--- config.mk ---
export PLATFORM = sky130hd
export DESIGN_NAME = mi3_recip
export DESIGN_NICKNAME = d
export VERILOG_FILES = /design/src/sv/mi3_pkg.sv /design/src/sv/mi3_recip.sv
export SDC_FILE = /design/constraint.sdc
export NUM_CORES = 2
export LEC_CHECK = 0
export ABC_CLOCK_PERIOD_IN_PS = 4700
export BUFFER_PORTS_ARGS = -buffer_cell sky130_fd_sc_hd__clkbuf_2
export CORE_MARGIN = 5
export CORE_UTILIZATION = 35
export DETAILED_ROUTE_END_ITERATION = 8
export GPL_ROUTABILITY_DRIVEN = 0
export SETUP_SLACK_MARGIN = 0.05
export SYNTH_ARGS = -nofsm -noshare
export SYNTH_HDL_FRONTEND = slang
export SYNTH_MEMORY_MAX_BITS = 65536
export SYNTH_SLANG_ARGS = --single-unit
--- constraint.sdc ---
create_clock -name clk -period 4.7 [get_ports clk]
set_clock_uncertainty 0.05 [all_clocks]
set_input_delay 0.94 -clock clk [delete_from_list [all_inputs] [get_ports clk]]
set_output_delay 0.94 -clock clk [all_outputs]
set_load 0.05 [all_outputs]
--- src/sv/mi3_pkg.sv ---
// mi3_pkg: shared types and index tables for the 3x3 matrix inverse pipeline.
// No dependencies.
`default_nettype none

package mi3_pkg;

  localparam int unsigned N_ENT = 9;  // matrix entries per item
  localparam int unsigned N_DET = 6;  // Sarrus terms
  localparam int unsigned N_PRD = 18; // cofactor partial products

  // Sarrus terms: entries x, y, z of x*y*z; the first three are added,
  // the last three subtracted.
  localparam int DET_IDX [N_DET][3] = '{
    '{0, 4, 8}, '{1, 5, 6}, '{2, 3, 7},
    '{2, 4, 6}, '{1, 3, 8}, '{0, 5, 7}
  };

  // Adjugate entry k = a[p]*a[q] - a[r]*a[s], row-major output order.
  localparam int COF_IDX [N_ENT][4] = '{
    '{4, 8, 5, 7}, '{2, 7, 1, 8}, '{1, 5, 2, 4},
    '{5, 6, 3, 8}, '{0, 8, 2, 6}, '{2, 3, 0, 5},
    '{3, 7, 4, 6}, '{1, 6, 0, 7}, '{0, 4, 1, 3}
  };

  // Sideband that travels with the reciprocal divider.
  typedef struct packed {
    logic vld;
    logic zero;
    logic neg;
  } mi3_ctl_t;

endpackage

`default_nettype wire

--- src/sv/mi3_recip.sv ---
// mi3_recip: pipelined restoring divider giving the saturated, signed
// reciprocal 2^(2*FRAC_BITS)/det rounded half away from zero. Uses mi3_pkg.
`default_nettype none

module mi3_recip import mi3_pkg::*; #(
  parameter int FRAC_BITS   = 16,
  parameter int ENTRY_WIDTH = 32
) (
  input  wire logic                          clk,
  input  wire logic                          rst_n,
  input  wire logic                          en,
  input  wire mi3_ctl_t                      ctl_in,
  input  wire logic [ENTRY_WIDTH-1:0]        mag_in,
  output mi3_ctl_t                           ctl_out,
  output logic signed [ENTRY_WIDTH-1:0]      recip_out
);

  localparam int W  = ENTRY_WIDTH;
  localparam int F  = FRAC_BITS;
  localparam int NW = ((2 * F > W - 1) ? 2 * F : W - 1) + 1;
  localparam logic [NW-1:0] ONE_NUM = NW'(1) << (2 * F);
  localparam logic [NW-1:0] LIM     = NW'(1) << (W - 1);

  // Per-step state: partial remainder, numerator bits left, quotient, divisor
  logic [W:0]     rem_r [NW+1];
  logic [NW-1:0]  num_r [NW+1];
  logic [NW-1:0]  q_r   [NW+1];
  logic [W-1:0]   d_r   [NW+1];
  mi3_ctl_t       ctl_r [NW+1];
  logic [NW-1:0]  num_nxt;

  assign num_nxt = ONE_NUM + NW'(mag_in >> 1);

  // Load step: numerator with the rounding half of the divisor
  always_ff @(posedge clk) begin
    if (!rst_n) begin
      ctl_r[0] <= '0;
    end else if (en) begin
      ctl_r[0] <= ctl_in;
    end
    if (en) begin
      rem_r[0] <= '0;
      num_r[0] <= num_nxt;
      q_r[0]   <= '0;
      d_r[0]   <= mag_in;
    end
  end

  // One quotient bit per stage
  for (genvar k = 0; k < NW; k++) begin : g_step
    logic [W:0] trial;
    logic       ge;
    assign trial = {rem_r[k][W-1:0], num_r[k][NW-1]};
    assign ge    = (trial >= {1'b0, d_r[k]});

    always_ff @(posedge clk) begin
      if (!rst_n) begin
        ctl_r[k+1] <= '0;
      end else if (en) begin
        ctl_r[k+1] <= ctl_r[k];
      end
      if (en) begin
        rem_r[k+1] <= ge ? (trial - {1'b0, d_r[k]}) : trial;
        num_r[k+1] <= {num_r[k][NW-2:0], 1'b0};
        q_r[k+1]   <= {q_r[k][NW-2:0], ge};
        d_r[k+1]   <= d_r[k];
      end
    end
  end

  // Sign and saturate to the entry range
  logic signed [W-1:0] recip_nxt;
  logic [NW-1:0]       qf;
  assign qf = q_r[NW];

  always_comb begin
    if (!ctl_r[NW].neg) begin
      recip_nxt = (qf >= LIM) ? {1'b0, {(W-1){1'b1}}} : qf[W-1:0];
    end else begin
      recip_nxt = (qf >= LIM) ? {1'b1, {(W-1){1'b0}}} : -qf[W-1:0];
    end
  end

  always_ff @(posedge clk) begin
    if (!rst_n) begin
      ctl_out <= '0;
    end else if (en) begin
      ctl_out <= ctl_r[NW];
    end
    if (en) begin
      recip_out <= recip_nxt;
    end
  end

endmodule

`default_nettype wire

==> results.cfg <==
[outcome]
outcome = finished clean

[setup_path]
cp.required_ns = 5.31
arrival_ns = 4.85
crit_path_end_kind = flop
reg2reg_slack_ns = 0.45
cp_max_fo = 48
slowest_stage = a2111oi_0
crit_type = reg -> reg
start_kind = flop
critPathLaunch = rem_r[11][9]
r2r_cells = 11
rr_endpoint = rem_r[12][3]
cpPeakStageDelay_ns = 0.79
r2r_start = rem_r[11][9]
cp_cell_sequence = ha_1, nand3_1, a211oi_1, o41ai_2, a2111oi_0, nor2_1, a211oi_2, nor3_1, o21ai_4, buf_12, mux2_2

[synth]
syn_area_per_cell_um2 = 11.5
synth_top_area_share = 0.550
synth_edf_count = 2775
syn_area_mm2 = 0.152
netlist_top_cells_count = edfxtp_1, inv_1, a21oi_1, ha_1, nand2_1
yosysMostFrequentCell = edfxtp_1
yosys-top-cells-area = edfxtp_1, ha_1, a21oi_1
ys.flop_type = edfxtp_1
syn-instance-count = 13100
ys_seq_area_frac = 0.550
ys_seq_elements = 2778
async_flop_share = 0
ys_types = 103
yosysTopAreaCell = edfxtp_1
yosys_warnings = 0

[routing]
drc = 0
wl_per_cell_um = 18.2
drt_iter0_markers = 8159
wl_mm = 351
vias = 99500
ant_nets = 0
dr.pass1.iters = 6
vias_per_cell = 5.16

[clock_network]
cts_buffers = 316
cts_hold_buffers = 0
cts.sinks = 2778
clk_latency_ns = 0.93
cts_setup_buffers = 0
cts_tree = built
cts_max_level = 5
clk_path_buf_depth = 4
clk_pin_slew_ns = 0.06
cts-root-buf = clkbuf_16
cts_resized = 0

[run]
cap_violations = 0

[layout]
syn_to_final_growth_pct = 12.0
fin_area_mm2 = 0.170
final_nets = 14400
drive_gt1_frac = 0.0922
nFillCells = 41000

[timing]
min_period_over_period = 0.904
setup-tns-final_ns = 0
maxSlewViolCount = 0
fmax_ghz = 0.235
worst_pin_slew_ns = 1.19
finalSetupViolCount = 0
period_minus_slack_ns = 4.25
hold_viol_final = 0
slew_headroom = 0.202
rsz0062_at_grt = false

[pwr]
power_density_mw_per_mm2 = 690
max-vdd-ir-drop_mv = 0.334
p_leak_nw = 68.1

[global_routing]
grt_start_max_net_pins = 164
grt_use_total = 0.153
gr-total-overflow = 0
grt_pass1_vias = 96600
antenna_found_initial = 16
grt_first_pass_wirelength_mm = 547

[floorplan]
dieHeight_um = 668
io-pin-count = 73
die_w_um = 668
core-area_mm2 = 0.431
initial_utilization = 0.352
rows = 241
dieArea_mm2 = 0.446

[min_path]
hold_end = d_r[0][1]
hold_depth = 1
hold_path.class = in -> reg
min_from = mag_in[1]

[place]
place_area_mm2 = 0.159
port_buffers = 72
place_hpwl_mm = 263
==> layer usage <==
metal / wire length [um] / track usage / part of all wire / up-vias
met2: 170000 / 0.264 / 0.48 / 2317
met1: 151000 / 0.195 / 0.43 / 47700
met5: 55 / 0 / 0.00016 / -
met3: 16900 / 0.0198 / 0.048 / 651
li1: - / - / - / 48800
met4: 13500 / 0.0558 / 0.038 / 2
==> registers in the layout, indices dropped and copies added (netlist names) <==
| signal | cells |
|---|---|
| num_r | 2 |
| ctl_out | 3 |
| recip_out | 32 |
| d_r | 1054 |
| q_r | 561 |
| ctl_r | 102 |
| rem_r | 1024 |
==> worst max-delay path, delay by kind of cell, from the launching register on <==
kind	cells	cell delay, ns
AOI/OAI and AO/OA	5	1.71
adders and majority gates	1	0.44
buffers and inverters	1	0.24
DFF	1	0.40
muxes	1	0.37
and+or+nand+nor	3	0.69
==> worst max-delay path by stage <==
stage                         to  slack (ns)
finish              rem_r[12][3]        0.45
CTS                 rem_r[29][3]        0.45
global placement    rem_r[29][3]        0.53
floorplan            ctl_r[0][0]        0.20
global route        rem_r[29][4]        0.27
detailed placement  rem_r[29][3]        0.47
==> power by group <==
part / leakage, nW / internal [mW] / switching, mW
combinational: 35.7 / 23.1 / 29.3
sequential: 27.3 / 36.3 / 3.95
clock: 5.06 / 14.5 / 10.1
==> cell usage in the layout (no fill, tap or decap), drive strengths merged, types with 32 or more instances in the layout <==
| cell | netlist | layout |
|---|---|---|
| clkinv | 0 | 145 |
| nor3 | 162 | 162 |
| nor4 | 49 | 49 |
| xor2 | 378 | 378 |
| xnor2 | 469 | 469 |
| o21bai | 103 | 103 |
| o21ai | 818 | 818 |
| ha | 1026 | 1026 |
| nand2 | 864 | 864 |
| and3 | 182 | 182 |
| a21o | 557 | 557 |
| mux2i | 36 | 36 |
| o31ai | 90 | 90 |
| nand4 | 177 | 177 |
| nor2 | 716 | 716 |
| a31oi | 123 | 123 |
| o21a | 137 | 137 |
| a31o | 39 | 39 |
| and2 | 63 | 63 |
| a21boi | 42 | 42 |
| nand3 | 213 | 213 |
| edfxtp | 2775 | 2775 |
| nand2b | 115 | 115 |
| inv | 1258 | 1268 |
| mux2 | 439 | 439 |
| buf | 83 | 158 |
| bufinv | 0 | 33 |
| nor2b | 168 | 168 |
| or2 | 32 | 32 |
| clkbuf | 290 | 446 |
| o31a | 47 | 47 |
| or3 | 51 | 51 |
| a21oi | 1027 | 1027 |
| o211ai | 60 | 60 |
| a211oi | 85 | 85 |
==> final cells by class <==
class                   instances  area [um^2]  share of cell area
clock inverters               199         2060              0.0121
inverters                    1258         4720              0.0278
repair buffers                229         2020              0.0119
well taps                    5710         7140              0.0421
multi-input cells            8733        62200               0.366
diodes                          4         10.0           0.0000589
flip-flops and latches       2778        83400               0.491
clock buffers                 375         8300              0.0489
==> metrics by stage <==
step                hold WS [ns]  setup slack (ns)  std cells   util  power, mW
floorplan                  0.350             0.204      13100      -       78.9
global placement           0.351             0.527      18700  0.370       92.0
detailed placement         0.355             0.467      18700  0.370       92.4
CTS                       0.0320             0.447      19300  0.394        118
global route              0.0663             0.265      19300  0.394        125
finish                     0.140             0.453      19300  0.394        117
==> kinds of logic (layout without fill, tap and decap cells) <==
logic type,Yosys count,in the layout,share of synthesized area
AND/OR/NAND/NOR,2910,2910,0.0926
flip-flops,2778,2778,0.550
other,1,19,0.0000247
adder cells (fa/ha/maj),1057,1057,0.0888
AO/OA/AOI/OAI,3429,3429,0.143
buffers and inverters,1631,2061,0.0416
multiplexers,475,475,0.0350
XOR/XNOR,847,847,0.0489
(Power assumes the default switching activity.)
